File: config.mk
export PLATFORM = sky130hd
export DESIGN_NAME = dual_paddle_debounce_hold_detect_top
export DESIGN_NICKNAME = d
export VERILOG_FILES = /design/src/hdl/dphd_pkg.sv /design/src/hdl/dphd_debounce.sv /design/src/hdl/dual_paddle_debounce_hold_detect_top.sv
export SDC_FILE = /design/constraint.sdc
export NUM_CORES = 1
export LEC_CHECK = 0
export BUFFER_PORTS_ARGS = -buffer_cell sky130_fd_sc_hd__buf_2
export CORE_MARGIN = 2
export CORE_UTILIZATION = 56
export DETAILED_ROUTE_END_ITERATION = 6
export GPL_TIMING_DRIVEN = 1
export PLACE_DENSITY = 0.73
export SLEW_MARGIN = 20
export SYNTH_ARGS = -nofsm -noshare
export SYNTH_HDL_FRONTEND = slang
export SYNTH_HIERARCHICAL = 1
export SYNTH_SLANG_ARGS = --single-unit
File: constraint.sdc
create_clock -name i_clk -period 18.82 [get_ports i_clk]
set_input_delay 1.882 -clock i_clk [delete_from_list [all_inputs] [get_ports i_clk]]
set_output_delay 1.882 -clock i_clk [all_outputs]
set_load 0.02 [all_outputs]
File: src/hdl/dphd_pkg.sv
// ----------------------------------------------------------------------------
// dphd_pkg
// Shared types and constants for the dual paddle debounce and hold detector.
// ----------------------------------------------------------------------------
`default_nettype none

package dphd_pkg;

    // timestamp arithmetic width, differences wrap modulo 2**TIME_BITS
    localparam int TIME_BITS = 32;

    // field widths
    localparam int NOW_BITS = 32;
    localparam int CFG_BITS = 16;
    localparam int CFG_IDX_BITS = 2;
    localparam int IN_DATA_BITS = 40;
    localparam int OUT_DATA_BITS = 16;
    localparam int OUT_FIELD_BITS = 9;

    // configuration register indexes
    localparam logic [CFG_IDX_BITS-1:0] CFG_DEBOUNCE_MS = 2'd0;
    localparam logic [CFG_IDX_BITS-1:0] CFG_HOLD_MS = 2'd1;
    localparam logic [CFG_IDX_BITS-1:0] CFG_FLASH_MS = 2'd2;

    // configuration reset values
    localparam logic [CFG_BITS-1:0] DEBOUNCE_MS_RST = 16'd5;
    localparam logic [CFG_BITS-1:0] HOLD_MS_RST = 16'd10000;
    localparam logic [CFG_BITS-1:0] FLASH_MS_RST = 16'd50;

    typedef logic [TIME_BITS-1:0] t_time;
    typedef logic [CFG_BITS-1:0] t_cfg;

    // one result request, left_down in the lowest bit
    typedef struct packed {
        logic combo_held;
        logic config_request;
        logic led_on;
        logic right_release;
        logic right_press;
        logic left_release;
        logic left_press;
        logic right_down;
        logic left_down;
    } t_result;

    // controls from the top level to one paddle debouncer
    typedef struct packed {
        logic en;
        logic raw;
    } t_dbc_ctl;

endpackage

`default_nettype wire

File: src/hdl/dphd_debounce.sv
// ----------------------------------------------------------------------------
// dphd_debounce
// Debouncer for one paddle: tracks the last raw level and when it changed,
// and takes a new stable level once the raw level has held long enough.
// ----------------------------------------------------------------------------
`default_nettype none

module dphd_debounce (
    input  wire                   i_clk,
    input  wire                   i_rst_n,
    input  wire dphd_pkg::t_dbc_ctl i_ctl,
    input  wire dphd_pkg::t_time  i_now,
    input  wire dphd_pkg::t_cfg   i_debounce_ms,
    output logic                  o_stable_next
);

    logic            r_last_raw;
    logic            r_stable;
    dphd_pkg::t_time r_stamp;

    logic            n_last_raw;
    logic            n_stable;
    dphd_pkg::t_time n_stamp;
    dphd_pkg::t_time w_elapsed;

    // restart the timer on a raw edge, then compare elapsed time
    always_comb begin
        n_last_raw = r_last_raw;
        n_stamp    = r_stamp;
        if (i_ctl.raw != r_last_raw) begin
            n_last_raw = i_ctl.raw;
            n_stamp    = i_now;
        end
        w_elapsed = i_now - n_stamp;
        if (w_elapsed >= dphd_pkg::t_time'(i_debounce_ms)) begin
            n_stable = i_ctl.raw;
        end else begin
            n_stable = r_stable;
        end
    end

    assign o_stable_next = n_stable;

    // state registers, advanced once per sample
    always_ff @(posedge i_clk) begin
        if (!i_rst_n) begin
            r_last_raw <= 1'b1;
            r_stable   <= 1'b1;
            r_stamp    <= '0;
        end else if (i_ctl.en) begin
            r_last_raw <= n_last_raw;
            r_stable   <= n_stable;
            r_stamp    <= n_stamp;
        end
    end

endmodule

`default_nettype wire

File: src/hdl/dual_paddle_debounce_hold_detect_top.sv
// ----------------------------------------------------------------------------
// dual_paddle_debounce_hold_detect_top
// Two-paddle debouncer with press/release events, indicator pulse and a
// both-held configuration request.
// ----------------------------------------------------------------------------
// channel   | direction | contents
// s_axis    | in        | tdata: now_ms[31:0], raw_left[32], raw_right[33]
// m_axis    | out       | tdata: left_down .. combo_held in bits [8:0]
// cfg       | in        | index 0 debounce_ms, 1 hold_ms, 2 flash_ms
//
// one sample per cycle while the result is not stalled; a sample passes the
// input register, then one pass of compare/subtract logic into the result
// register. the input side keeps accepting while the result register is
// full as long as it is being taken; a stalled result holds both stages.
// reset clears all key, timer and indicator state and loads the register
// defaults; no clearing pass is needed.
// ----------------------------------------------------------------------------
`default_nettype none

module dual_paddle_debounce_hold_detect_top (
    input  wire                                        i_clk,
    input  wire                                        i_rst_n,
    // fields from bit 0: now_ms[31:0], raw_left, raw_right, zero fill
    input  wire [dphd_pkg::IN_DATA_BITS-1:0]           i_s_axis_tdata,
    input  wire                                        i_s_axis_tvalid,
    output logic                                       o_s_axis_tready,
    // fields from bit 0: left_down, right_down, left_press, left_release,
    // right_press, right_release, led_on, config_request, combo_held, zero fill
    output logic [dphd_pkg::OUT_DATA_BITS-1:0]         o_m_axis_tdata,
    output logic                                       o_m_axis_tvalid,
    input  wire                                        i_m_axis_tready,
    input  wire                                        i_cfg_we,
    input  wire [dphd_pkg::CFG_IDX_BITS-1:0]           i_cfg_idx,
    input  wire [dphd_pkg::CFG_BITS-1:0]               i_cfg_wdata
);

    // configuration
    dphd_pkg::t_cfg r_debounce_ms;
    dphd_pkg::t_cfg r_hold_ms;
    dphd_pkg::t_cfg r_flash_ms;

    // input stage
    logic                          r_in_valid;
    logic [dphd_pkg::NOW_BITS-1:0] r_in_now;
    logic                          r_in_raw_l;
    logic                          r_in_raw_r;

    // sample state
    logic [1:0]      r_key_down;
    logic            r_led_active;
    dphd_pkg::t_time r_led_start;
    logic            r_combo_active;
    dphd_pkg::t_time r_combo_start;

    // result stage
    logic              r_out_valid;
    dphd_pkg::t_result r_out;

    // next values
    logic [1:0]        n_key_down;
    logic              n_led_active;
    dphd_pkg::t_time   n_led_start;
    logic              n_combo_active;
    dphd_pkg::t_time   n_combo_start;
    dphd_pkg::t_result n_out;

    logic               w_advance;
    logic               w_step;
    dphd_pkg::t_time    w_now;
    logic [1:0]         w_stable;
    logic [1:0]         w_press;
    logic [1:0]         w_release;
    logic               w_request;
    dphd_pkg::t_dbc_ctl w_ctl_l;
    dphd_pkg::t_dbc_ctl w_ctl_r;

    // pipeline flow
    assign w_advance       = !r_out_valid || i_m_axis_tready;
    assign w_step          = r_in_valid && w_advance;
    assign o_s_axis_tready = !r_in_valid || w_advance;
    assign w_now           = dphd_pkg::t_time'(r_in_now);

    // configuration writes
    always_ff @(posedge i_clk) begin
        if (!i_rst_n) begin
            r_debounce_ms <= dphd_pkg::DEBOUNCE_MS_RST;
            r_hold_ms     <= dphd_pkg::HOLD_MS_RST;
            r_flash_ms    <= dphd_pkg::FLASH_MS_RST;
        end else if (i_cfg_we) begin
            unique case (i_cfg_idx)
                dphd_pkg::CFG_DEBOUNCE_MS: r_debounce_ms <= i_cfg_wdata;
                dphd_pkg::CFG_HOLD_MS:     r_hold_ms     <= i_cfg_wdata;
                dphd_pkg::CFG_FLASH_MS:    r_flash_ms    <= i_cfg_wdata;
                default: ;
            endcase
        end
    end

    // input register
    always_ff @(posedge i_clk) begin
        if (!i_rst_n) begin
            r_in_valid <= 1'b0;
        end else if (o_s_axis_tready) begin
            r_in_valid <= i_s_axis_tvalid;
        end
    end

    always_ff @(posedge i_clk) begin
        if (o_s_axis_tready && i_s_axis_tvalid) begin
            r_in_now   <= i_s_axis_tdata[dphd_pkg::NOW_BITS-1:0];
            r_in_raw_l <= i_s_axis_tdata[dphd_pkg::NOW_BITS];
            r_in_raw_r <= i_s_axis_tdata[dphd_pkg::NOW_BITS+1];
        end
    end

    // per-paddle debouncers
    assign w_ctl_l = '{en: w_step, raw: r_in_raw_l};
    assign w_ctl_r = '{en: w_step, raw: r_in_raw_r};

    dphd_debounce u_dbc_left (
        .i_clk         (i_clk),
        .i_rst_n       (i_rst_n),
        .i_ctl         (w_ctl_l),
        .i_now         (w_now),
        .i_debounce_ms (r_debounce_ms),
        .o_stable_next (w_stable[0])
    );

    dphd_debounce u_dbc_right (
        .i_clk         (i_clk),
        .i_rst_n       (i_rst_n),
        .i_ctl         (w_ctl_r),
        .i_now         (w_now),
        .i_debounce_ms (r_debounce_ms),
        .o_stable_next (w_stable[1])
    );

    // indicator timeout, hold detection and key events
    always_comb begin
        n_led_active   = r_led_active;
        n_led_start    = r_led_start;
        n_combo_active = r_combo_active;
        n_combo_start  = r_combo_start;
        n_key_down     = r_key_down;
        w_press        = 2'b00;
        w_release      = 2'b00;
        w_request      = 1'b0;

        if (r_led_active &&
            (w_now - r_led_start) >= dphd_pkg::t_time'(r_flash_ms)) begin
            n_led_active = 1'b0;
        end

        // both paddles pressed: first sample starts the hold timer
        if (!w_stable[0] && !w_stable[1]) begin
            if (!r_combo_active) begin
                n_combo_active = 1'b1;
                n_combo_start  = w_now;
            end else if ((w_now - r_combo_start) >= dphd_pkg::t_time'(r_hold_ms)) begin
                w_request = 1'b1;
            end
        end else begin
            n_combo_active = 1'b0;
            n_combo_start  = '0;
        end

        for (int k = 0; k < 2; k++) begin
            if (w_request) begin
                if (r_key_down[k]) begin
                    n_key_down[k] = 1'b0;
                    w_release[k]  = 1'b1;
                end
            end else if (!w_stable[k] && !r_key_down[k]) begin
                n_key_down[k] = 1'b1;
                w_press[k]    = 1'b1;
                n_led_active  = 1'b1;
                n_led_start   = w_now;
            end else if (w_stable[k] && r_key_down[k]) begin
                n_key_down[k] = 1'b0;
                w_release[k]  = 1'b1;
            end
        end

        n_out.left_down      = n_key_down[0];
        n_out.right_down     = n_key_down[1];
        n_out.left_press     = w_press[0];
        n_out.left_release   = w_release[0];
        n_out.right_press    = w_press[1];
        n_out.right_release  = w_release[1];
        n_out.led_on         = n_led_active;
        n_out.config_request = w_request;
        n_out.combo_held     = n_combo_active;
    end

    // sample state
    always_ff @(posedge i_clk) begin
        if (!i_rst_n) begin
            r_key_down     <= 2'b00;
            r_led_active   <= 1'b0;
            r_led_start    <= '0;
            r_combo_active <= 1'b0;
            r_combo_start  <= '0;
        end else if (w_step) begin
            r_key_down     <= n_key_down;
            r_led_active   <= n_led_active;
            r_led_start    <= n_led_start;
            r_combo_active <= n_combo_active;
            r_combo_start  <= n_combo_start;
        end
    end

    // result register
    always_ff @(posedge i_clk) begin
        if (!i_rst_n) begin
            r_out_valid <= 1'b0;
        end else if (w_advance) begin
            r_out_valid <= r_in_valid;
        end
    end

    always_ff @(posedge i_clk) begin
        if (w_step) begin
            r_out <= n_out;
        end
    end

    assign o_m_axis_tvalid = r_out_valid;
    assign o_m_axis_tdata  = {
        (dphd_pkg::OUT_DATA_BITS - dphd_pkg::OUT_FIELD_BITS)'(0), r_out};

    // a request only follows a sample that already started the hold timer
    a_request_after_start: assert property (@(posedge i_clk) disable iff (!i_rst_n)
        w_step && w_request |-> r_combo_active)
        else $error("request without a running hold timer");

    // a request sample carries no press events
    a_request_no_press: assert property (@(posedge i_clk) disable iff (!i_rst_n)
        r_out_valid && r_out.config_request |-> !r_out.left_press && !r_out.right_press)
        else $error("press reported on a request sample");

    // the shown key state matches the tracked key state
    a_down_matches: assert property (@(posedge i_clk) disable iff (!i_rst_n)
        r_out_valid |-> r_out.left_down == r_key_down[0] &&
                        r_out.right_down == r_key_down[1])
        else $error("result key state differs from tracked state");

    // a press always lights the indicator
    a_press_lights: assert property (@(posedge i_clk) disable iff (!i_rst_n)
        r_out_valid && (r_out.left_press || r_out.right_press) |-> r_out.led_on)
        else $error("press without indicator");

    // a stalled result holds its contents
    a_stall_holds: assert property (@(posedge i_clk) disable iff (!i_rst_n)
        r_out_valid && !i_m_axis_tready |=> r_out_valid && $stable(r_out))
        else $error("stalled result changed");

endmodule

`default_nettype wire

==> summary.txt <==
Status
  – Outcome: finished, final reports clean

Die
  – Core Rows: around 70
  – Top Ports: ~80
  – Core area: approximately 35000 um^2
  – Die W: 191.2 um
  – Initial cell density of the core: between 50% and 60%
  – Die Area: 36560 um^2
  – Chip Height: 191.2 um

Timing
  – Setup TNS: 0 ns
  – Part of the cycle the worst path needs: between 40 and 50%
  – RSZ-0062 raised after global routing: no
  – Clock Skews: between 0.02 and 0.025 ns
  – Slew headroom: between 20% and 30%
  – Max Slew Vio Count: 0
  – Min cycle time layout: 8.006 ns
  – F_max: between 0.1 and 0.15 GHz
  – Worst Tran Pin Value: 1.102 ns
  – Final setup fails: 0
  – Final hold violation count: 0

Placed design
  – GP Congestion: 0.9351
  – Post-DP Area: ~20000 um^2
  – Buffers on Ports: between 60 and 70
  – HPWL Detailed: approximately 43 mm

Clock tree
  – CTS Buf Count: 27
  – Root Buffer: clkbuf_16
  – TritonCTS clock tree: yes
  – CTS Hold Bufs: 0
  – Max clock buf depth: 3
  – Clock Pin Slew Worst Setup and Hold Paths: approximately 0.060 ns
  – CTS H-Tree Depth: 1
  – Clock Latency Late Sink: between 0.5 and 0.6 ns
  – # resized after CTS: 0
  – Clock Sinks: 229
  – Setup bufs post-CTS: 0

Synthesis
  – Mapped Area: ~20000 um^2
  – Ys async rst share: 0%
  – Yosys reg bits: between 200 and 250
  – Synth cell types: 119
  – Synth Warn #: 6
  – Number of synthesized flops with an enable pin: 43
  – Prevailing post-synth register cell: dfxtp_1
  – Sequential area share after synthesis: about 26%
  – Cells after Synth: around 2.5k
  – Post-synthesis average cell area: 7.888 um^2

GRT
  – Initial antenna violation count: 1
  – Met2 GRT Util: between 50% and 60%
  – Routing usage on met3: roughly 3.4%
  – First-pass GRT wire length: 89.67 mm
  – Gr busiest metal: met2
  – Vias in the first global route: roughly 18k
  – Global-route usage over all layers: between 30% and 40%
  – Total grt overflow: 0
  – Grt met1 use: 38.12%
  – Largest net degree at the start of global routing: around 120

Critical path
  – Critical Path Sink Type: flop
  – Worst EP arrival: around 8.4 ns
  – WP data required: around 19 ns
  – Nature of the critical path startpoint: flop
  – CP max-delay cell: a2111oi_0
  – Slowest stage delay, CP: about 0.83 ns
  – CP Max Fanout: 36
  – Critical path type: reg2reg

Power
  – Design Power: between 1.5 and 2 mW
  – IR drop worst, VDD: approximately 73 uV
  – Pwr Density: 78.50 nW/um^2
  – Static Leak: 8.268 nW

Final layout
  – Nets: 2707
  – Share of cells above drive strength 1: 8.059%
  – Commonest cells after routing, fill and taps aside: nand2_1, dfxtp_1, inv_1
  – Fin area: 20890 um^2
  – Fillers: ~3.2k
  – P&R area growth vs syn: 6.420%
  – Commonest non-fill, non-tap cell in the layout: nand2_1

Route
  – Post-detailed-route wirelength per cell: between 15 and 20 um
  – WL final: approximately 56 mm
  – DR vias/cell: slightly above 6
  – Post-route DRC: 0
  – DRT antenna net count: 0
  – Detailed Route Iter0 Violations: approximately 1.2k
  – Pre-antenna DRT Iters: 5
  – DR vias: about 18k

Worst hold path
  – Hold Path Class: reg2reg

Job
  – Max Cap Viol: 0
layer usage:
layer / wire (um) / part of all wire (%)
met4: 1647 / 2.9
met3: 2789 / 5.0
met2: 27440 / 49
met1: 24390 / 43
met5: 0 / 0
worst paths after layout:
check / from / to / depth (start not counted) / slack [ns]
setup / recovery: r_in_raw_r$_DFFE_PP_ / r_led_start[22]$_SDFFE_PN0P_ / 28 / 10.81
hold / removal: r_led_start[20]$_SDFFE_PN0P_ / r_led_start[20]$_SDFFE_PN0P_ / 2 / 0.46
setup reg to reg: r_in_raw_r$_DFFE_PP_ / r_led_start[22]$_SDFFE_PN0P_ / 28 / 10.81
hold reg to reg: r_led_start[20]$_SDFFE_PN0P_ / r_led_start[20]$_SDFFE_PN0P_ / 2 / 0.46
kinds of logic after synthesis:
family                     count (synthesis)  share of synthesized area, %
and+or+nand+nor                          872                         21.01
AOI/OAI and AO/OA                        716                         25.80
buffers and inverters                    303                         7.128
DFF                                      229                         25.55
adders and majority gates                175                         11.17
xor gates and xnor gates                 102                         4.705
muxes                                     90                         4.622
other                                      1                       0.01911
worst max-delay path, delay by kind of cell (launching register included):
kind                       cells  cell delay, ns
xor gates and xnor gates       2            0.37
buffers and inverters          4            1.11
DFF                            1            0.54
adders and majority gates      3            0.73
AOI/OAI and AO/OA              6            1.77
and+or+nand+nor               11            2.60
muxes                          2            0.68
state kept, by name, summed over array words and instances (netlist names), 2 cells and up:
signal and cells:
o_m_axis_tdata 9, r_combo_start 32, r_debounce_ms 16, r_flash_ms 16
r_hold_ms 16, r_in_now 32, r_key_down 2, r_led_start 32
u_dbc_left/r_stamp 32, u_dbc_right/r_stamp 32
Yosys cell counts (12+ instances only):
| library cell | number | share of area [%] |
|---|---|---|
| nand2_1 | 421 | 8.1 |
| dfxtp_1 | 186 | 19 |
| inv_1 | 170 | 3.3 |
| a21oi_1 | 169 | 4.3 |
| ha_1 | 168 | 11 |
| nor2_1 | 126 | 2.4 |
| a21boi_0 | 102 | 3.9 |
| o21ai_0 | 100 | 2.6 |
| mux2i_1 | 85 | 4.3 |
| clkbuf_1 | 78 | 1.5 |
| nand3_1 | 62 | 1.6 |
| xnor2_1 | 58 | 2.6 |
| nand2b_1 | 44 | 1.4 |
| edfxtp_1 | 43 | 6.6 |
| a21o_1 | 42 | 1.6 |
| nand4_1 | 42 | 1.3 |
| o211a_1 | 42 | 2.1 |
| xor2_1 | 40 | 1.8 |
| nor3_1 | 37 | 0.94 |
| nor2b_1 | 35 | 1.1 |
| o211ai_1 | 31 | 1.2 |
| a211oi_1 | 29 | 1.1 |
| a31oi_1 | 19 | 0.61 |
| nor4_1 | 16 | 0.51 |
| o31ai_1 | 16 | 0.61 |
| and2_1 | 14 | 0.45 |
| o21a_1 | 14 | 0.54 |
| o21ai_1 | 14 | 0.36 |
| o2111ai_1 | 13 | 0.58 |
| buf_4 | 12 | 0.46 |
| or3_1 | 12 | 0.38 |
area by class of cell:
class	instances	area [um^2]	share of cell area, %
Tap cell	455	569.3	2.726
Timing Repair Buffer	84	473.0	2.265
Sequential cell	229	5015	24.01
Inverter	170	638.1	3.055
Antenna cell	1	2.502	0.01198
Multi-Input combinational cell	1962	13270	63.56
Clock buffer	38	808.3	3.870
Clock inverter	11	105.1	0.5032
metrics by stage:
step / setup WS [ns] / std cells / hold WS (ns) / utilization, %
2_1_floorplan: 12.23 / 2494 / 0.4347 / -
4_1_cts: 10.57 / 2949 / 0.4584 / 60.44
3_3_place_gp: 10.72 / 2900 / 0.4420 / 57.79
5_1_grt: 10.36 / 2950 / 0.4780 / 60.46
6_report: 10.81 / 2950 / 0.4587 / 60.46
3_5_place_dp: 10.60 / 2900 / 0.4461 / 57.79
report_power, final:
part / switching, mW / leakage [nW] / internal (mW)
registers: 0.0264 / 1.93 / 0.524
clock network: 0.218 / 0.450 / 0.314
logic: 0.344 / 5.88 / 0.213
total: 0.588 / 8.27 / 1.05
Power figures use the tool's default switching activity.
